**config.mk**
```make
export PLATFORM = sky130hd
export DESIGN_NAME = spi_display_command_sequencer
export DESIGN_NICKNAME = d
export VERILOG_FILES = /design/src/design/sds_pkg.sv /design/src/design/spi_display_command_sequencer.sv /design/src/design/sds_front.sv /design/src/design/sds_queue.sv /design/src/design/sds_back.sv
export SDC_FILE = /design/constraint.sdc
export NUM_CORES = 1
export LEC_CHECK = 0
export ABC_AREA = 1
export BUFFER_PORTS_ARGS = -buffer_cell sky130_fd_sc_hd__buf_2
export CORE_MARGIN = 2
export CORE_UTILIZATION = 52
export DETAILED_ROUTE_END_ITERATION = 7
export GPL_TIMING_DRIVEN = 1
export PLACE_DENSITY = 0.74
export SETUP_SLACK_MARGIN = 0.3
export SKIP_LAST_GASP = 1
export SYNTH_ARGS = -nofsm -noshare
export SYNTH_HDL_FRONTEND = slang
export SYNTH_SLANG_ARGS = --single-unit
```
**constraint.sdc**
```tcl
create_clock -name clk -period 4.3 [get_ports clk]
set_input_delay 0.86 -clock clk [delete_from_list [all_inputs] [get_ports clk]]
set_output_delay 0.86 -clock clk [all_outputs]
set_load 0.01 [all_outputs]
```
**src/design/sds_pkg.sv**
```systemverilog
// Shared types and constants for the display command sequencer.
// No dependencies; imported by every module of the block.
package sds_pkg;

	localparam int NSLOT = 18;
	localparam int SLOT_W = 5;

	localparam logic [2:0] CFG_COLUMN_OFFSET = 3'd0;
	localparam logic [2:0] CFG_ROW_OFFSET    = 3'd1;
	localparam logic [2:0] CFG_MEM_ACCESS    = 3'd2;
	localparam logic [2:0] CFG_INVERT        = 3'd3;
	localparam logic [2:0] CFG_RESET_PIN     = 3'd4;
	localparam logic [2:0] CFG_RAIL_CTRL     = 3'd5;

	localparam logic [1:0] REQ_WINDOW = 2'd0;
	localparam logic [1:0] REQ_PIXEL  = 2'd1;
	localparam logic [1:0] REQ_POWER  = 2'd2;
	localparam logic [1:0] REQ_INIT   = 2'd3;

	typedef enum logic [1:0] {
		PWR_ON    = 2'd0,
		PWR_SLEEP = 2'd1,
		PWR_OFF   = 2'd2
	} pwr_state_t;

	// power target code that is not a state
	localparam logic [1:0] PWR_UNKNOWN = 2'd3;

	localparam logic [1:0] KIND_BYTE = 2'd0;
	localparam logic [1:0] KIND_PIN  = 2'd1;
	localparam logic [1:0] KIND_RAIL = 2'd2;

	localparam logic [7:0] CMD_SOFT_RESET  = 8'h01;
	localparam logic [7:0] CMD_SLEEP_IN    = 8'h10;
	localparam logic [7:0] CMD_SLEEP_OUT   = 8'h11;
	localparam logic [7:0] CMD_NORMAL_MODE = 8'h13;
	localparam logic [7:0] CMD_INVERT_OFF  = 8'h20;
	localparam logic [7:0] CMD_INVERT_ON   = 8'h21;
	localparam logic [7:0] CMD_DISPLAY_OFF = 8'h28;
	localparam logic [7:0] CMD_DISPLAY_ON  = 8'h29;
	localparam logic [7:0] CMD_COL_ADDR    = 8'h2A;
	localparam logic [7:0] CMD_ROW_ADDR    = 8'h2B;
	localparam logic [7:0] CMD_MEM_WRITE   = 8'h2C;
	localparam logic [7:0] CMD_ADDR_MODE   = 8'h36;
	localparam logic [7:0] CMD_PIXEL_FMT   = 8'h3A;
	localparam logic [7:0] PIXEL_FMT_565   = 8'h55;

	// window program slots
	localparam logic [SLOT_W-1:0] WS_COL_CMD   = 5'd0;
	localparam logic [SLOT_W-1:0] WS_XS_HI     = 5'd1;
	localparam logic [SLOT_W-1:0] WS_XS_LO     = 5'd2;
	localparam logic [SLOT_W-1:0] WS_XE_HI     = 5'd3;
	localparam logic [SLOT_W-1:0] WS_XE_LO     = 5'd4;
	localparam logic [SLOT_W-1:0] WS_ROW_CMD   = 5'd5;
	localparam logic [SLOT_W-1:0] WS_YS_HI     = 5'd6;
	localparam logic [SLOT_W-1:0] WS_YS_LO     = 5'd7;
	localparam logic [SLOT_W-1:0] WS_YE_HI     = 5'd8;
	localparam logic [SLOT_W-1:0] WS_YE_LO     = 5'd9;
	localparam logic [SLOT_W-1:0] WS_WRITE_CMD = 5'd10;

	// pixel program slots
	localparam logic [SLOT_W-1:0] PS_HI = 5'd0;
	localparam logic [SLOT_W-1:0] PS_LO = 5'd1;

	// power/init program slots
	localparam logic [SLOT_W-1:0] OS_RAIL_ON       = 5'd0;
	localparam logic [SLOT_W-1:0] OS_PIN_HI        = 5'd1;
	localparam logic [SLOT_W-1:0] OS_PIN_LO        = 5'd2;
	localparam logic [SLOT_W-1:0] OS_PIN_REL       = 5'd3;
	localparam logic [SLOT_W-1:0] OS_SWRESET       = 5'd4;
	localparam logic [SLOT_W-1:0] OS_SLPOUT        = 5'd5;
	localparam logic [SLOT_W-1:0] OS_PIXFMT        = 5'd6;
	localparam logic [SLOT_W-1:0] OS_PIXFMT_DAT    = 5'd7;
	localparam logic [SLOT_W-1:0] OS_ADDR_MODE     = 5'd8;
	localparam logic [SLOT_W-1:0] OS_ADDR_MODE_DAT = 5'd9;
	localparam logic [SLOT_W-1:0] OS_INVERT        = 5'd10;
	localparam logic [SLOT_W-1:0] OS_NORMAL        = 5'd11;
	localparam logic [SLOT_W-1:0] OS_DISPON        = 5'd12;
	localparam logic [SLOT_W-1:0] OS_WAKE_SLPOUT   = 5'd13;
	localparam logic [SLOT_W-1:0] OS_WAKE_DISPON   = 5'd14;
	localparam logic [SLOT_W-1:0] OS_SLP_DISPOFF   = 5'd15;
	localparam logic [SLOT_W-1:0] OS_SLP_SLPIN     = 5'd16;
	localparam logic [SLOT_W-1:0] OS_RAIL_OFF      = 5'd17;

	localparam logic [NSLOT-1:0] MASK_WINDOW   = 18'h007FF;
	localparam logic [NSLOT-1:0] MASK_PIXEL    = 18'h00003;
	localparam logic [NSLOT-1:0] MASK_RAIL_ON  = 18'h00001;
	localparam logic [NSLOT-1:0] MASK_PIN      = 18'h0000E;
	localparam logic [NSLOT-1:0] MASK_INIT     = 18'h01FF0;
	localparam logic [NSLOT-1:0] MASK_WAKE     = 18'h06000;
	localparam logic [NSLOT-1:0] MASK_SLEEP    = 18'h18000;
	localparam logic [NSLOT-1:0] MASK_RAIL_OFF = 18'h20000;

	typedef enum logic [1:0] {
		PROG_WINDOW,
		PROG_PIXEL,
		PROG_POWER
	} prog_t;

	typedef struct packed {
		logic [9:0] column_offset;
		logic [9:0] row_offset;
		logic [7:0] memory_access_mode;
		logic       invert_colors;
		logic       has_reset_pin;
		logic       has_rail_control;
	} cfg_t;

	// one queued job: program, remaining slots and operand words
	typedef struct packed {
		prog_t            prog;
		logic [NSLOT-1:0] mask;
		logic [15:0]      w0;
		logic [15:0]      w1;
		logic [15:0]      w2;
		logic [15:0]      w3;
	} job_t;

	typedef struct packed {
		logic [1:0] kind;
		logic [7:0] value;
		logic       is_data;
		logic [6:0] wait_ms;
	} action_t;

endpackage

```
**src/design/spi_display_command_sequencer.sv**
```systemverilog
// Display command sequencer top level: configuration registers, front end,
// job queue and action sequencer. Depends on sds_pkg, sds_front, sds_queue, sds_back.
//
// Each accepted request becomes a list of link actions (command or data bytes,
// reset-pin levels, rail switches), delivered one per output beat with its
// wait time and a flag on the request's final action. The action sequencer
// emits one action per cycle unless out_ready stalls it; a request holds 2
// actions for a pixel, 11 for a window, up to 12 for init and up to 15 for a
// power request that leaves off; power requests that change nothing produce no
// beat. A request's job passes the job queue and the current-job register, and
// its first action is presented from the output register. A two-entry job queue
// lets new requests be accepted while earlier ones are still sent. The user must
// write configuration through cfg_we/cfg_index/cfg_data only while idle; unenforced.
module spi_display_command_sequencer import sds_pkg::*; #(
	parameter int COORD_WIDTH = 10
) (
	input  logic                   clk,
	input  logic                   arst_n,
	input  logic                   cfg_we,
	input  logic [2:0]             cfg_index,
	input  logic [9:0]             cfg_data,
	input  logic                   in_valid,
	output logic                   in_ready,
	input  logic [1:0]             req_type,
	input  logic [COORD_WIDTH-1:0] x_start,
	input  logic [COORD_WIDTH-1:0] y_start,
	input  logic [COORD_WIDTH-1:0] x_end,
	input  logic [COORD_WIDTH-1:0] y_end,
	input  logic [15:0]            pixel_value,
	input  logic [1:0]             power_target,
	output logic                   out_valid,
	input  logic                   out_ready,
	output logic [1:0]             action_kind,
	output logic [7:0]             action_value,
	output logic                   is_data,
	output logic [6:0]             wait_ms,
	output logic                   last_action
);

	cfg_t cfg_q;
	logic q_full;
	logic q_empty;
	logic push;
	logic pop;
	job_t push_job;
	job_t head;

	always_ff @(posedge clk or negedge arst_n) begin
		if (!arst_n) begin
			cfg_q <= '{column_offset: 10'd0, row_offset: 10'd0,
				memory_access_mode: 8'd0, invert_colors: 1'b0,
				has_reset_pin: 1'b1, has_rail_control: 1'b0};
		end else if (cfg_we) begin
			case (cfg_index)
				CFG_COLUMN_OFFSET: cfg_q.column_offset      <= cfg_data;
				CFG_ROW_OFFSET:    cfg_q.row_offset         <= cfg_data;
				CFG_MEM_ACCESS:    cfg_q.memory_access_mode <= cfg_data[7:0];
				CFG_INVERT:        cfg_q.invert_colors      <= cfg_data[0];
				CFG_RESET_PIN:     cfg_q.has_reset_pin      <= cfg_data[0];
				CFG_RAIL_CTRL:     cfg_q.has_rail_control   <= cfg_data[0];
				default: ;
			endcase
		end
	end

	sds_front #(.COORD_WIDTH(COORD_WIDTH)) u_front (
		.clk          (clk),
		.arst_n       (arst_n),
		.cfg          (cfg_q),
		.in_valid     (in_valid),
		.in_ready     (in_ready),
		.req_type     (req_type),
		.x_start      (x_start),
		.y_start      (y_start),
		.x_end        (x_end),
		.y_end        (y_end),
		.pixel_value  (pixel_value),
		.power_target (power_target),
		.q_full       (q_full),
		.push         (push),
		.job          (push_job)
	);

	sds_queue u_queue (
		.clk      (clk),
		.arst_n   (arst_n),
		.push     (push),
		.push_job (push_job),
		.full     (q_full),
		.pop      (pop),
		.empty    (q_empty),
		.head     (head)
	);

	sds_back u_back (
		.clk          (clk),
		.arst_n       (arst_n),
		.cfg          (cfg_q),
		.q_empty      (q_empty),
		.q_head       (head),
		.pop          (pop),
		.out_valid    (out_valid),
		.out_ready    (out_ready),
		.action_kind  (action_kind),
		.action_value (action_value),
		.is_data      (is_data),
		.wait_ms      (wait_ms),
		.last_action  (last_action)
	);

endmodule

```
**src/design/sds_front.sv**
```systemverilog
// Front end: accepts requests, tracks the panel power state and turns each
// request into a job descriptor for the queue. Depends on sds_pkg.
module sds_front import sds_pkg::*; #(
	parameter int COORD_WIDTH = 10
) (
	input  logic                   clk,
	input  logic                   arst_n,
	input  cfg_t                   cfg,
	input  logic                   in_valid,
	output logic                   in_ready,
	input  logic [1:0]             req_type,
	input  logic [COORD_WIDTH-1:0] x_start,
	input  logic [COORD_WIDTH-1:0] y_start,
	input  logic [COORD_WIDTH-1:0] x_end,
	input  logic [COORD_WIDTH-1:0] y_end,
	input  logic [15:0]            pixel_value,
	input  logic [1:0]             power_target,
	input  logic                   q_full,
	output logic                   push,
	output job_t                   job
);

	localparam logic [9:0] OFF_MASK = 10'((17'd1 << COORD_WIDTH) - 17'd1);

	pwr_state_t  power_state_q;
	pwr_state_t  power_state_d;
	logic [1:0]  target;
	logic        no_change;
	logic        keep;
	logic        accept;
	logic [16:0] col_off;
	logic [16:0] row_off;
	logic [16:0] xs_sum;
	logic [16:0] xe_sum;
	logic [16:0] ys_sum;
	logic [16:0] ye_sum;
	logic [NSLOT-1:0] init_mask;

	assign in_ready = !q_full;
	assign accept   = in_valid && in_ready;
	assign push     = accept && keep;

	assign col_off = 17'(cfg.column_offset & OFF_MASK);
	assign row_off = 17'(cfg.row_offset & OFF_MASK);
	assign xs_sum  = 17'(x_start) + col_off;
	assign xe_sum  = 17'(x_end) + col_off;
	assign ys_sum  = 17'(y_start) + row_off;
	assign ye_sum  = 17'(y_end) + row_off;

	assign init_mask = MASK_INIT | (cfg.has_reset_pin ? MASK_PIN : '0);

	always_comb begin
		// off collapses to sleep when the rail cannot be switched
		target = power_target;
		if (!cfg.has_rail_control && power_target == PWR_OFF) begin
			target = PWR_SLEEP;
		end
	end

	assign no_change = power_target == PWR_UNKNOWN || target == power_state_q;

	always_comb begin
		power_state_d = power_state_q;
		unique case (req_type)
			REQ_POWER: begin
				if (!no_change) begin
					power_state_d = pwr_state_t'(target);
				end
			end
			REQ_INIT: power_state_d = PWR_ON;
			default: ;
		endcase
	end

	always_comb begin
		keep     = 1'b1;
		job.prog = PROG_POWER;
		job.mask = '0;
		job.w0   = xs_sum[15:0];
		job.w1   = xe_sum[15:0];
		job.w2   = ys_sum[15:0];
		job.w3   = ye_sum[15:0];
		unique case (req_type)
			REQ_WINDOW: begin
				job.prog = PROG_WINDOW;
				job.mask = MASK_WINDOW;
			end
			REQ_PIXEL: begin
				job.prog = PROG_PIXEL;
				job.mask = MASK_PIXEL;
				job.w0   = pixel_value;
			end
			REQ_POWER: begin
				if (no_change) begin
					keep = 1'b0;
				end else if (power_state_q == PWR_OFF) begin
					job.mask = init_mask
						| (cfg.has_rail_control ? MASK_RAIL_ON : '0)
						| (target == PWR_SLEEP ? MASK_SLEEP : '0);
				end else if (target == PWR_ON) begin
					job.mask = MASK_WAKE;
				end else if (target == PWR_SLEEP) begin
					job.mask = MASK_SLEEP;
				end else begin
					job.mask = MASK_RAIL_OFF;
				end
			end
			default: begin
				job.mask = init_mask;
			end
		endcase
	end

	always_ff @(posedge clk or negedge arst_n) begin
		if (!arst_n) begin
			power_state_q <= PWR_ON;
		end else if (accept) begin
			power_state_q <= power_state_d;
		end
	end

endmodule

```
**src/design/sds_queue.sv**
```systemverilog
// Two-entry job queue between the front end and the action sequencer.
// Depends on sds_pkg for the job descriptor type.
module sds_queue import sds_pkg::*; (
	input  logic clk,
	input  logic arst_n,
	input  logic push,
	input  job_t push_job,
	output logic full,
	input  logic pop,
	output logic empty,
	output job_t head
);

	job_t       entry_q [2];
	logic       wr_ptr_q;
	logic       rd_ptr_q;
	logic [1:0] count_q;

	assign full  = count_q == 2'd2;
	assign empty = count_q == 2'd0;
	assign head  = entry_q[rd_ptr_q];

	always_ff @(posedge clk) begin
		if (push) begin
			entry_q[wr_ptr_q] <= push_job;
		end
	end

	always_ff @(posedge clk or negedge arst_n) begin
		if (!arst_n) begin
			wr_ptr_q <= 1'b0;
			rd_ptr_q <= 1'b0;
			count_q  <= 2'd0;
		end else begin
			if (push) begin
				wr_ptr_q <= !wr_ptr_q;
			end
			if (pop) begin
				rd_ptr_q <= !rd_ptr_q;
			end
			count_q <= count_q + 2'(push) - 2'(pop);
		end
	end

endmodule

```
**src/design/sds_back.sv**
```systemverilog
// Back end: walks the slots of the current job, one action per cycle while the
// output is not stalled, into a registered output stage. Depends on sds_pkg.
module sds_back import sds_pkg::*; (
	input  logic       clk,
	input  logic       arst_n,
	input  cfg_t       cfg,
	input  logic       q_empty,
	input  job_t       q_head,
	output logic       pop,
	output logic       out_valid,
	input  logic       out_ready,
	output logic [1:0] action_kind,
	output logic [7:0] action_value,
	output logic       is_data,
	output logic [6:0] wait_ms,
	output logic       last_action
);

	job_t             cur_q;
	logic             cur_valid_q;
	logic             out_valid_q;
	action_t          out_act_q;
	logic             out_last_q;
	logic [SLOT_W-1:0] slot;
	logic [NSLOT-1:0] low_bit;
	logic [NSLOT-1:0] rest;
	logic             last;
	logic             fire;
	action_t          act;

	// lowest pending slot goes next
	always_comb begin
		slot = '0;
		for (int i = NSLOT - 1; i >= 0; i--) begin
			if (cur_q.mask[i]) begin
				slot = SLOT_W'(i);
			end
		end
	end

	assign low_bit = cur_q.mask & (~cur_q.mask + NSLOT'(1));
	assign rest    = cur_q.mask & ~low_bit;
	assign last    = rest == '0;
	assign fire    = cur_valid_q && (!out_valid_q || out_ready);
	assign pop     = !q_empty && (!cur_valid_q || (fire && last));

	always_comb begin
		act = '{kind: KIND_BYTE, value: 8'h00, is_data: 1'b0, wait_ms: 7'd0};
		unique case (cur_q.prog)
			PROG_WINDOW: begin
				act.is_data = 1'b1;
				unique case (slot)
					WS_COL_CMD: begin
						act.value   = CMD_COL_ADDR;
						act.is_data = 1'b0;
					end
					WS_XS_HI: act.value = cur_q.w0[15:8];
					WS_XS_LO: act.value = cur_q.w0[7:0];
					WS_XE_HI: act.value = cur_q.w1[15:8];
					WS_XE_LO: act.value = cur_q.w1[7:0];
					WS_ROW_CMD: begin
						act.value   = CMD_ROW_ADDR;
						act.is_data = 1'b0;
					end
					WS_YS_HI: act.value = cur_q.w2[15:8];
					WS_YS_LO: act.value = cur_q.w2[7:0];
					WS_YE_HI: act.value = cur_q.w3[15:8];
					WS_YE_LO: act.value = cur_q.w3[7:0];
					default: begin
						act.value   = CMD_MEM_WRITE;
						act.is_data = 1'b0;
					end
				endcase
			end
			PROG_PIXEL: begin
				act.is_data = 1'b1;
				act.value   = (slot == PS_HI) ? cur_q.w0[15:8] : cur_q.w0[7:0];
			end
			default: begin
				unique case (slot)
					OS_RAIL_ON: begin
						act.kind  = KIND_RAIL;
						act.value = 8'd1;
					end
					OS_PIN_HI: begin
						act.kind    = KIND_PIN;
						act.value   = 8'd1;
						act.wait_ms = 7'd10;
					end
					OS_PIN_LO: begin
						act.kind    = KIND_PIN;
						act.wait_ms = 7'd10;
					end
					OS_PIN_REL: begin
						act.kind    = KIND_PIN;
						act.value   = 8'd1;
						act.wait_ms = 7'd120;
					end
					OS_SWRESET: begin
						act.value   = CMD_SOFT_RESET;
						act.wait_ms = 7'd120;
					end
					OS_SLPOUT, OS_WAKE_SLPOUT: begin
						act.value   = CMD_SLEEP_OUT;
						act.wait_ms = 7'd120;
					end
					OS_PIXFMT: act.value = CMD_PIXEL_FMT;
					OS_PIXFMT_DAT: begin
						act.value   = PIXEL_FMT_565;
						act.is_data = 1'b1;
					end
					OS_ADDR_MODE: act.value = CMD_ADDR_MODE;
					OS_ADDR_MODE_DAT: begin
						act.value   = cfg.memory_access_mode;
						act.is_data = 1'b1;
					end
					OS_INVERT: act.value = cfg.invert_colors ? CMD_INVERT_ON : CMD_INVERT_OFF;
					OS_NORMAL: begin
						act.value   = CMD_NORMAL_MODE;
						act.wait_ms = 7'd10;
					end
					OS_DISPON, OS_WAKE_DISPON: begin
						act.value   = CMD_DISPLAY_ON;
						act.wait_ms = 7'd10;
					end
					OS_SLP_DISPOFF: act.value = CMD_DISPLAY_OFF;
					OS_SLP_SLPIN: begin
						act.value   = CMD_SLEEP_IN;
						act.wait_ms = 7'd5;
					end
					default: act.kind = KIND_RAIL;
				endcase
			end
		endcase
	end

	always_ff @(posedge clk or negedge arst_n) begin
		if (!arst_n) begin
			cur_valid_q <= 1'b0;
			out_valid_q <= 1'b0;
		end else begin
			if (pop) begin
				cur_valid_q <= 1'b1;
			end else if (fire && last) begin
				cur_valid_q <= 1'b0;
			end
			if (fire) begin
				out_valid_q <= 1'b1;
			end else if (out_ready) begin
				out_valid_q <= 1'b0;
			end
		end
	end

	always_ff @(posedge clk) begin
		if (pop) begin
			cur_q <= q_head;
		end else if (fire) begin
			cur_q.mask <= rest;
		end
		if (fire) begin
			out_act_q  <= act;
			out_last_q <= last;
		end
	end

	assign out_valid    = out_valid_q;
	assign action_kind  = out_act_q.kind;
	assign action_value = out_act_q.value;
	assign is_data      = out_act_q.is_data;
	assign wait_ms      = out_act_q.wait_ms;
	assign last_action  = out_last_q;

endmodule
```
; After elaboration in Yosys (flattened, before gate mapping)
; Memories as Yosys holds them, arrays and structs flattened.
; Index checks and enable logic that the tools add are counted.
[op_classes]
n_addsub = 7
eq_ne = 32
mux = 50
bitwise_logic = 6
reduce_logical = 44
[op_table]
columns = operator, count
row1 = 18-bit two-way mux, 6
row2 = 5-bit two-way mux, 18
row3 = 8-bit case mux with 11 select lines, 1
row4 = 8-bit case mux with 10 select lines, 1
row5 = 18-bit case mux with 3 select lines, 1
row6 = 10-bit by 10-bit adder with 11-bit output, 4
row7 = "5-bit by 4-bit equality test with 1-bit output, second input constant", 8
row8 = 18-bit bitwise AND, 2
row9 = 18-bit NOT, 2
row10 = 18-bit OR, 2
row11 = 7-bit case mux with 3 select lines, 1
row12 = "5-bit by 3-bit equality test with 1-bit output, second input constant", 4
row13 = "18-bit by 1-bit adder with 18-bit output, second input constant", 1
row14 = 18-bit zero test, 1
row15 = 9-bit case mux with 2 select lines, 1
row16 = 17-bit two-way mux, 1
row17 = 16-bit two-way mux, 1
row18 = 13-bit OR reduction, 1
row19 = "2-bit equality test, second input constant", 6
row20 = 1-bit two-way mux, 12
row21 = 2-bit case mux with 2 select lines, 3
row22 = 2-bit AND reduction, 6
row23 = "5-bit by 2-bit equality test with 1-bit output, second input constant", 2
row24 = 2-bit zero test, 4
row25 = 25 further kinds, 50
[word_totals]
register_bits = 142
mem_bits_rw = 138
output_inout_bits = 21
word_cells = 163
mem_count = 1
[mem_list]
columns = memory, words, word_bits, read_ports, rd_clocked_by_memory_dff, write_ports, line_no
row1 = u_queue.entry_q, 2, 69, 1, 0, 1, sds_queue.sv:14  ; job_t entry_q [2];

; Longest topological paths before layout
; Gate-level depths: netlist of the first run.
[depth]
ltp_word = 22
mapped_depth = 26
mapped_depth_nobuf = 26

; Modules after synthesis
; Synthesis of the first run repeated with hierarchy kept, for this count alone.
[unflattened]
hier_cells = 1522
area_unflattened_um2 = 15257.1
[modules_own_cells]
columns = mod, instances, cells_each, area_per_inst_um2, seq_area_each_um2
row1 = sds_queue, 1, 464, 6586.3, 5144.9
row2 = sds_back, 1, 519, 4897.2, 3052.9
row3 = sds_front, 1, 393, 2449.8, 50.0
row4 = spi_display_command_sequencer, 1, 146, 1323.8, 777.0

; Worst setup path after synthesis of the first run
; No wires, ideal clock.
[synth_path]
kind = input -> register
from = in power_target[0]
to = mem u_queue.entry_q[1][0] (netlist bit) (enable)
setup_ns = 0.478
t_arrival_ns = 4.062
setup_slack_ns = -0.239
path_stages = 8
n_path_buf = 0
path_cell_list = inv_1 > a21oi_1 > nor2_1 > o21ai_0 > o21ai_0 > nand2_1 > nand3_1 > nor2_1
[synth_between]
elab_chain_cells = 10
elab_cells_between_ends = 11
cone_classes = eq/ne: 3 / mux: 5 / reduce/logical: 3
[synth_lines]
columns = item, line_no
row1 = from (decl), spi_display_command_sequencer.sv:30  ; input logic [1:0] power_target,
row2 = 2-bit equality test, sds_front.sv:55  ; if (!cfg.has_rail_control && power_target == PWR_OFF) begin
row3 = 1-bit logical AND, sds_front.sv:55
row4 = 2-bit two-way mux, sds_front.sv:55
row5 = 2-bit equality test, sds_front.sv:60  ; assign no_change = power_target == PWR_UNKNOWN || target == power_state_q;
row6 = 1-bit logical OR (*), sds_front.sv:60
row7 = 1-bit two-way mux (*), sds_front.sv:94  ; if (no_change) begin
row8 = 1-bit two-way mux (*), sds_front.sv:83  ; unique case (req_type)
row9 = 1-bit logical AND (*), sds_front.sv:41  ; assign push = accept && keep;
row10 = 1-bit two-way mux (*), sds_queue.sv:24  ; if (push) begin
row11 = 1-bit two-way mux (implied by the code) (*), sds_queue.sv:25  ; entry_q[wr_ptr_q] <= push_job;
row12 = to (decl), sds_queue.sv:14
; Mark *: on every way between the ends. The rest lies on a longest branch, timed or not.

; Worst setup path in the final report of the first run
[layout_path]
from = reg u_back.cur_q[70] (netlist bit)
to = reg u_back.cur_q[74] (netlist bit) (enable)
[layout_between]
elab_chain_cells = 10
[layout_lines]
columns = item, line_no
row1 = from (decl), sds_back.sv:19  ; job_t cur_q;
row2 = from (signal assigned), sds_back.sv:157  ; cur_q <= q_head;
row3 = 18-bit NOT, sds_back.sv:41  ; assign low_bit = cur_q.mask & (~cur_q.mask + NSLOT'(1));
row4 = 18-bit by 1-bit adder with 18-bit output, sds_back.sv:41
row5 = 18-bit bitwise AND, sds_back.sv:41
row6 = 18-bit NOT, sds_back.sv:42  ; assign rest = cur_q.mask & ~low_bit;
row7 = 18-bit bitwise AND (*), sds_back.sv:42
row8 = 18-bit zero test (*), sds_back.sv:43  ; assign last = rest == '0;
row9 = named net u_back.last, sds_back.sv:27  ; logic last;
row10 = 1-bit logical AND (*), sds_back.sv:45  ; assign pop = !q_empty && (!cur_valid_q || (fire && last));
row11 = 1-bit logical OR (*), sds_back.sv:45
row12 = 1-bit logical AND (*), sds_back.sv:45
row13 = 2-bit nonzero test (no source line) (*), --
; The timed path passes the listed nets; every way through them passes the cells marked *.
; A chain may end at the register's enable or synchronous reset.

==> results of run 1 <==
## worst max path at each step
stage | to | startpoint | depth (start not counted)
after floorplan | u_queue.count_q[1] | u_back.cur_q[68] | 17
after global placement | u_back.cur_q[68] | u_back.cur_q[64] | 15
after detailed placement | u_back.cur_q[69] | u_back.cur_q[70] | 15
after CTS | u_back.cur_q[70] | u_back.cur_q[69] | 15
after global routing | u_back.cur_q[72] | u_back.cur_q[70] | 15
final | u_back.cur_q[74] | u_back.cur_q[70] | 15
## metal layers
metal	global-route usage, %	vias up	routed length, um
li1	-	4210	-
met1	29.6	3975	11400
met2	38.0	261	12600
met3	2.69	58	1330
met4	7.58	0	895
met5	0	-	0
## layout make-up
type	instances	area, um2	area share, %
flip-flops and latches	242	7070	52.6
multi-input cells	797	4070	30.3
clock buffers	32	662	4.93
repair buffers	105	581	4.32
inverters	134	503	3.74
well taps	285	357	2.65
clock inverters	14	189	1.41
## cells in the mapped netlist, types with 5 or more instances
cell and n:
a21oi_1 60, clkbuf_1 22, dfrtp_1 38, edfxtp_1 203
ha_1 42, inv_1 130, nand2_1 365, nand3_1 45
nand4_1 14, nor2_1 112, nor2_4 5, nor3_1 8
o21ai_0 66, xnor2_1 11, xor2_1 21
## flip-flops by register name, summed over array words and instances, names as in the netlist
name and count:
u_queue.entry_q 118, u_back.cur_q 69, cfg_q 31, u_back.action_value 8
u_back.wait_ms 4, u_back.action_kind 2, u_front.power_state_q 2, u_queue.count_q 2
u_back.cur_valid_q 1, u_back.is_data 1, u_back.last_action 1, u_back.out_valid 1
u_queue.rd_ptr_q 1, u_queue.wr_ptr_q 1
## power by group
group	leakage, nW	total [mW]	switching (mW)	internal [mW]
sequential	2.39	3.31	0.171	3.14
combinational	3.24	1.38	0.925	0.460
clock	0.417	2.22	0.879	1.34
total	6.05	6.91	1.97	4.93
## cell families after synthesis
logic type | after synthesis | share of synthesized area [%]
AOI/OAI and AO/OA | 149 | 6.81
xor gates and xnor gates | 32 | 2.38
adders and majority gates | 46 | 5.14
buffers and inverters | 164 | 5.48
DFF | 242 | 60.1
muxes | 2 | 0.170
and+or+nand+nor | 568 | 19.9
## per-stage QoR
| stage | utilization (%) | area (um2) | setup slack [ps] | hold WS (ps) |
|---|---|---|---|---|
| 2_1_floorplan | - | 11800 | 710 | 453 |
| 3_3_place_gp | 56.1 | 12600 | 1040 | 472 |
| 3_5_place_dp | 56.1 | 12600 | 926 | 491 |
| 4_1_cts | 59.9 | 13400 | 914 | 506 |
| 5_1_grt | 59.9 | 13400 | 579 | 531 |
| 6_report | 59.9 | 13400 | 926 | 484 |
==> results.py, run 1 <==
metrics = {
    "run_status": {
        "status": "finished, final reports clean",
    },
    "synth": {
        "yosysSeqAreaShare_pct": 60.1,
        "syn_inst": 1203,
        "synth_nets": 1327,
        "synth_enable_flop_cells": 203,
        "synthArstFlopShare_pct": 16.1,
        "synth_seq_cells": 242,
        "ys_types": 43,
        "synth_ff_type": "edfxtp_1",
        "avgSynthCellArea_um2": 9.79,
        "synth_top_area_share_pct": 51.8,
        "synthTopCellsByArea": "edfxtp_1 52%, nand2_1 12%, dfrtp_1 8.1%",
        "yosysWarnings": 0,
        "syn_area_um2": 11800,
        "synth_area_leader_cell": "edfxtp_1",
    },
    "timing": {
        "tightest_slew_ps": 977,
        "maxSlewHeadroom_pct": 34.9,
        "rsz0062_at_grt": "no",
        "post-route-min-period_ps": 3370,
        "finClkSkew_ps": 10.1,
        "fin_tns_setup_ps": 0,
        "slew_viol_final": 0,
        "setup_viol": 0,
        "timing.final.hold_violations": 0,
        "fin_crit_sh_pct": 78.5,
        "max_freq_mhz": 296,
    },
    "global_route": {
        "first_global_vias": 8288,
        "grt_use_total_pct": 22.2,
        "grt_pass1_wl_um": 41800,
        "grt_antenna_before_repair": 0,
        "grt_max_degree": 61,
        "grt-ovfl-total": 0,
    },
    "clock_network": {
        "cts_htree_levels": 1,
        "clockBufferDepth": 3,
        "path_clk_slew_ps": 60,
        "ctsHoldBuffers": 0,
        "cts_buffers": 25,
        "cts_tree": "built",
        "numClockSinks": 242,
        "cts_root_buf": "clkbuf_16",
        "clk_latency_ps": 530,
        "post_cts_buffers": 0,
        "cts.repair.resized": 0,
    },
    "power_and_ir_drop": {
        "power.density_nw_per_um2": 514,
        "power.total_mw": 6.91,
        "peakVddDrop_v": 0.000317,
        "p_leak_nw": 6.05,
    },
    "cells_and_area": {
        "num_antenna_cells": 0,
        "final_nets": 1429,
        "fill_cells": 1888,
        "syn_to_final_growth_pct": 14.1,
        "layout_commonest_cell": "nand2_1",
        "drive_above_1_share_pct": 13.0,
        "layout.cells.non_filler": 1609,
        "layout_common_cells": "365 x nand2_1, 203 x edfxtp_1, 130 x inv_1, 110 x nor2_1, 98 x buf_2",
    },
    "die": {
        "start_util_pct": 52.5,
        "die-area_um2": 23900,
        "ios": 99,
        "die_h_um": 154,
        "core-area_um2": 22400,
        "num_rows": 55,
        "fp.dieW_um": 154,
    },
    "setup_path": {
        "r2r_start": "u_back.cur_q[70]",
        "crit_chain": "nor2_1 > inv_1 > nor2_4 > nand2_4 > nor2_4 > nand2_2 > o21ai_2 > nand2_1 > nor3_1 > nand4_1 > nor3_2 > nand2_1 > nand2_1 > nand2_2 > nand2_1",
        "start_kind": "flop",
        "path_max_fanout": 20,
        "arrival_ps": 3530,
        "crit_buf_inv": 1,
        "endpoint_kind": "flop",
        "cpMostUsedCell": "nand2_1",
        "worstReg2RegEnd": "u_back.cur_q[74]",
        "crit_required_ps": 4460,
        "critPathTopFamily": "simple AND/OR/NAND/NOR gates",
        "r2r.worst_path.cells": 15,
        "crit_type": "flop to flop",
        "r2r_slack_ps": 930,
        "cpPeakStageDelay_ps": 670,
        "slowest_stage": "nand2_1",
    },
    "placed_design": {
        "place_congestion": 0.956,
        "dp_hpwl_um": 19100,
        "port_buffers": 98,
        "dp.cells": 1563,
    },
    "detailed_routing": {
        "drt_wl_total_um": 26300,
        "drt_pass1_iterations": 8,
        "antenna_left": 0,
        "viasPerCell": 5.29,
        "drtIter0Drc": 775,
        "drc": 0,
        "num_vias": 8504,
        "post_drt_wl_per_cell_um": 16.3,
    },
    "min_path": {
        "worst_hold_path_type": "input pin to async pin",
    },
    "job": {
        "cap_violations": 0,
    },
}
Power figures use the tool's default switching activity.
==> run 2: changes to the inputs <==
--- a/config.mk
+++ b/config.mk
@@ -11,7 +11,7 @@
 export CORE_UTILIZATION = 52
 export DETAILED_ROUTE_END_ITERATION = 7
 export GPL_TIMING_DRIVEN = 1
-export PLACE_DENSITY = 0.74
+export PLACE_DENSITY = 0.71
 export SETUP_SLACK_MARGIN = 0.3
 export SKIP_LAST_GASP = 1
 export SYNTH_ARGS = -nofsm -noshare
==> constraint.sdc (replaced) <==
create_clock -name clk -period 3.5 [get_ports clk]
set_input_delay 0.7 -clock clk [delete_from_list [all_inputs] [get_ports clk]]
set_output_delay 0.7 -clock clk [all_outputs]
set_load 0.01 [all_outputs]
==> run 2 against run 1 <==
Against the previous run:
- design area is 0.59% higher
- global-route usage is 0.88 points higher
- first-iteration DRC count is 20% lower
- core utilization is 0.35 points higher
- total power is 22% higher
- non-clock buffer count is 7 higher
- die area stayed put
- routed wire length is 3.3% higher
- largest cell class unchanged
- largest power group unchanged
==> results.py, run 2 (synthesis results as in run 1) <==
metrics = {
    "run_status": {
        "status": "finished, final reports clean",
    },
    "detailed_routing": {
        "drtIter0Drc": 621,
        "antenna_left": 0,
        "drc": 0,
        "viasPerCell": 5.24,
        "drt_wl_total_um": 27200,
        "drt_pass1_iterations": 5,
        "num_vias": 8474,
        "post_drt_wl_per_cell_um": 16.8,
    },
    "die": {
        "ios": 99,
        "fp.dieW_um": 154,
        "num_rows": 55,
        "die_h_um": 154,
        "start_util_pct": 52.5,
        "core-area_um2": 22400,
        "die-area_um2": 23900,
    },
    "clock_network": {
        "cts.repair.resized": 0,
        "cts_buffers": 26,
        "cts_htree_levels": 1,
        "numClockSinks": 242,
        "clockBufferDepth": 3,
        "cts_root_buf": "clkbuf_16",
        "post_cts_buffers": 0,
        "clk_latency_ps": 520,
        "cts_tree": "built",
        "path_clk_slew_ps": 60,
        "ctsHoldBuffers": 0,
    },
    "timing": {
        "setup_viol": 0,
        "whs_ps": 329,
        "fin_tns_setup_ps": 0,
        "maxSlewHeadroom_pct": 33.8,
        "finClkSkew_ps": 18.4,
        "fin_crit_sh_pct": 84.9,
        "tightest_slew_ps": 993,
        "rsz0062_at_grt": "yes",
        "timing.final.hold_violations": 0,
        "slew_viol_final": 0,
        "max_freq_mhz": 336,
        "post-route-min-period_ps": 2970,
    },
    "global_route": {
        "grt_antenna_before_repair": 0,
        "grt_pass1_wl_um": 42900,
        "first_global_vias": 8115,
        "grt_use_total_pct": 23.1,
        "grt_max_degree": 60,
        "grt-ovfl-total": 0,
    },
    "setup_path": {
        "crit_buf_inv": 3,
        "critPathTopFamily": "simple AND/OR/NAND/NOR gates",
        "endpoint_kind": "flop",
        "cpMostUsedCell": "nand2_1",
        "crit_required_ps": 3950,
        "slowest_stage": "edfxtp_1",
        "crit_chain": "nor2_1 > inv_1 > nor2_4 > nand2_4 > nor2_4 > nand2_2 > o21ai_2 > nand2_1 > nor3_1 > nand4_1 > nor3_2 > nand2_1 > nand2_1 > nand2_2 > clkinv_2 > ha_1 > inv_1 > ha_1 > xnor2_1",
        "crit_type": "flop to flop",
        "r2r_slack_ps": 530,
        "start_kind": "flop",
        "worstReg2RegEnd": "u_queue.count_q[1]",
        "arrival_ps": 3420,
        "critPathLaunch": "u_back.cur_q[70]",
        "r2r.worst_path.cells": 19,
        "path_max_fanout": 9,
        "r2r_start": "u_back.cur_q[70]",
        "cpPeakStageDelay_ps": 460,
    },
    "job": {
        "cap_violations": 0,
    },
    "cells_and_area": {
        "regMostFlops": "u_queue.entry_q",
        "drive_above_1_share_pct": 14.2,
        "largest_reg_flops": 118,
        "fin_util_pct": 60.2,
        "fill_cells": 1878,
        "syn_to_final_growth_pct": 14.8,
        "final_nets": 1437,
        "layout_common_cells": "365 x nand2_1, 203 x edfxtp_1, 130 x inv_1, 109 x nor2_1, 98 x buf_2",
        "reg.largest.list": "u_queue.entry_q (118), u_back.cur_q (69), cfg_q (31)",
        "layout_commonest_cell": "nand2_1",
        "num_antenna_cells": 0,
    },
    "power_and_ir_drop": {
        "power.density_nw_per_um2": 624,
        "peakVddDrop_v": 0.000363,
        "p_leak_nw": 6.09,
        "power.total_mw": 8.44,
    },
    "placed_design": {
        "place_congestion": 0.911,
        "port_buffers": 98,
        "dp_hpwl_um": 19800,
    },
    "min_path": {
        "worst_hold_path_type": "input pin to async pin",
    },
}
## run 2: changes by cell type in the layout (fill, tap and decap cells not counted), moves of 2 or more
cell / previous run / this run
buf_4: 4 / 10
clkbuf_8: 1 / 6
clkinv_2: 4 / 9
bufinv_16: 4 / 0
clkbuf_1: 6 / 3
clkbuf_16: 25 / 28
clkinv_1: 5 / 2
clkinvlp_4: 0 / 3
buf_6: 0 / 2
clkinv_4: 2 / 0
## run 2: worst max path at each step
stage,depth (start not counted),slack [ps],endpoint
final,19,530,u_queue.count_q[1]
after floorplan,8,90,u_queue.entry_q[1][0]
after global routing,24,260,u_back.action_value[2]
after detailed placement,17,490,u_back.cur_q[76]
after CTS,17,470,u_back.cur_q[69]
after global placement,13,530,u_back.cur_q[75]
## run 2: routing by layer
metal	up-vias	global-route usage [%]	part of all wire, %
li1	4220	-	-
met1	3970	32.5	45
met2	247	38.3	47
met3	37	2.77	5.0
met4	0	6.26	2.3
met5	-	0	0
## run 2: layout make-up
| type | instances | area [um2] | area share (%) |
|---|---|---|---|
| well taps | 285 | 357 | 2.64 |
| inverters | 134 | 504 | 3.73 |
| clock buffers | 37 | 795 | 5.88 |
| flip-flops and latches | 242 | 7070 | 52.3 |
| multi-input cells | 797 | 4100 | 30.3 |
| clock inverters | 11 | 62.6 | 0.463 |
| repair buffers | 112 | 628 | 4.65 |
## run 2: power breakdown
part	leakage, nW	total (mW)	switching [mW]	internal, mW
clock network	0.423	2.67	1.09	1.58
registers	2.39	4.07	0.213	3.85
logic	3.27	1.70	1.14	0.567
## run 2: metrics by stage
stage,setup slack [ps],instance area [um2],cells
2_1_floorplan,91.7,11800,1203
3_3_place_gp,529,12600,1570
3_5_place_dp,489,12600,1570
4_1_cts,475,13500,1618
5_1_grt,258,13500,1618
6_report,528,13500,1618
==> run 3: changes to the inputs <==
==> constraint.sdc (replaced) <==
create_clock -name clk -period 2.9 [get_ports clk]
set_input_delay 0.58 -clock clk [delete_from_list [all_inputs] [get_ports clk]]
set_output_delay 0.58 -clock clk [all_outputs]
set_load 0.01 [all_outputs]
==> run 3 against run 2 <==
Against the previous run:
- die area unchanged
- maximum frequency is 7.4% higher
- core utilization grew 3.9 points
- design area up 6.4%
- hold slack lost 97 ps
- sequential power increased by 21%
- largest cell class unchanged
- highest routed layer unchanged
==> results.py, run 3 (synthesis results as in run 1) <==
metrics = {
    "run_status": {
        "status": "finished, final reports clean",
    },
    "detailed_routing": {
        "num_vias": 8869,
        "dr_wl_met3_um": 1500,
        "drtIter0Drc": 692,
        "drt_pass1_iterations": 6,
        "routed.top_layer": "met4",
        "dr_wl_met2_um": 13700,
        "drt_wl_total_um": 28200,
        "m1WireLength_um": 12100,
        "viasPerCell": 5.31,
        "drc": 0,
        "antenna_left": 0,
        "post_drt_wl_per_cell_um": 16.9,
    },
    "global_route": {
        "grt_pass1_wl_um": 42900,
        "grt-ovfl-total": 0,
        "grt_use_total_pct": 23.1,
        "grt_antenna_before_repair": 0,
        "first_global_vias": 8134,
        "grt_max_degree": 61,
    },
    "cells_and_area": {
        "syn_to_final_growth_pct": 22.1,
        "regMostFlops": "u_queue.entry_q",
        "reg.largest.list": "u_queue.entry_q (118), u_back.cur_q (69), cfg_q (31)",
        "final_nets": 1490,
        "multi_input_area_um2": 4520,
        "seqCellArea_um2": 7080,
        "layout_commonest_cell": "nand2_1",
        "layout_common_cells": "354 x nand2_1, 203 x edfxtp_1, 127 x inv_1, 98 x buf_2, 95 x nor2_1",
        "drive_above_1_share_pct": 21.4,
        "num_antenna_cells": 0,
        "fill_cells": 1772,
        "largest_reg_flops": 118,
    },
    "timing": {
        "timing.final.hold_violations": 0,
        "post-route-min-period_ps": 2770,
        "tightest_slew_ps": 1020,
        "fin_crit_sh_pct": 95.4,
        "rsz0062_at_grt": "yes",
        "maxSlewHeadroom_pct": 32.2,
        "whs_ps": 232,
        "fin_tns_setup_ps": 0,
        "slew_viol_final": 0,
        "finClkSkew_ps": 22.0,
        "max_freq_mhz": 361,
        "setup_viol": 0,
    },
    "die": {
        "fp.dieW_um": 154,
        "die-area_um2": 23900,
        "die_h_um": 154,
        "num_rows": 55,
        "core-area_um2": 22400,
        "start_util_pct": 52.5,
        "ios": 99,
    },
    "clock_network": {
        "numClockSinks": 242,
        "cts_htree_levels": 1,
        "cts_buffers": 25,
        "cts_tree": "built",
        "clk_latency_ps": 530,
        "path_clk_slew_ps": 60,
        "cts_root_buf": "clkbuf_16",
        "ctsHoldBuffers": 0,
        "clockBufferDepth": 3,
    },
    "placed_design": {
        "place_congestion": 0.929,
        "dp_hpwl_um": 19300,
        "port_buffers": 98,
    },
    "job": {
        "cap_violations": 0,
    },
    "setup_path": {
        "start_kind": "flop",
        "crit_required_ps": 3350,
        "crit_type": "flop to flop",
        "endpoint_kind": "flop",
        "path_max_fanout": 5,
        "arrival_ps": 3220,
    },
    "power_and_ir_drop": {
        "peakVddDrop_v": 0.000440,
        "power.density_nw_per_um2": 732,
        "p_leak_nw": 6.42,
        "power.total_mw": 10.5,
    },
    "min_path": {
        "worst_hold_path_type": "input pin to async pin",
    },
}
## run 3: changes by cell type in the layout (fill, tap and decap cells not counted), sizes merged, moves of 2 or more
cell,change
buf,+51
bufinv,+3
clkbuf,-3
clkinvlp,-2
inv,+2
## run 3: report_power, final
group	switching [mW]	leakage, nW	total, mW	internal [mW]
sequential	0.257	2.39	4.91	4.65
combinational	1.53	3.62	2.38	0.850
clock	1.28	0.415	3.24	1.96
## run 3: final timing paths
check | start | cells past startpoint | slack [ps] | endpoint
max | u_back.cur_q[65] | 15 | 130 | u_queue.count_q[1]
min | arst_n | 1 | 230 | u_back.cur_valid_q
max reg2reg | u_back.cur_q[65] | 15 | 130 | u_queue.count_q[1]
min reg2reg | cfg_q[4] | 2 | 490 | cfg_q[4]
max in group asynchronous | arst_n | 1 | 1970 | u_queue.rd_ptr_q
min in group clk | req_type[1] | 1 | 340 | u_queue.entry_q[0][68]
## run 3: final cells by class
class                           instances  area share (%)
Clock buffer                           34            4.86
Clock inverter                         12            1.00
Timing Repair inverter                  1           0.113
Sequential cell                       242            49.2
Inverter                              134            3.61
Tap cell                              285            2.48
Timing Repair Buffer                  163            7.32
Multi-Input combinational cell        799            31.4
## run 3: worst max-delay path, stage by stage, from the launching register on
cell	delay (ps)
edfxtp_1	440
nor2_4	170
nand2_1	130
o21ai_0	320
nand2_1	140
a211oi_1	340
nand4_1	170
nor3_2	180
nand2_1	90
nand2_2	90
nand2_4	100
clkinv_8	80
ha_4	200
inv_4	50
ha_4	110
xnor2_1	100
## run 3: stage by stage
step                utilization, %  instance area (um2)  cells  setup slack (ps)
floorplan                        -                11900   1203               212
global placement              56.8                12700   1574               133
detailed placement            56.8                12700   1574              60.3
CTS                           61.6                13800   1634               223
global route                  64.1                14400   1670             -35.0
finish                        64.1                14400   1670               133
## run 3: routing by layer
layer	GRT usage (%)	up-vias
met5	0	-
met4	7.36	0
met3	3.22	62
met2	38.3	286
met1	31.7	4172
li1	-	4349
## run 3: timing repair
item                                    in CTS  in global routing
gates resized for setup                     28                 70
pin swaps                                    8                 32
endpoints found under the setup margin      94                116
buffers inserted                            12                 34
gates cloned                                 2                  2
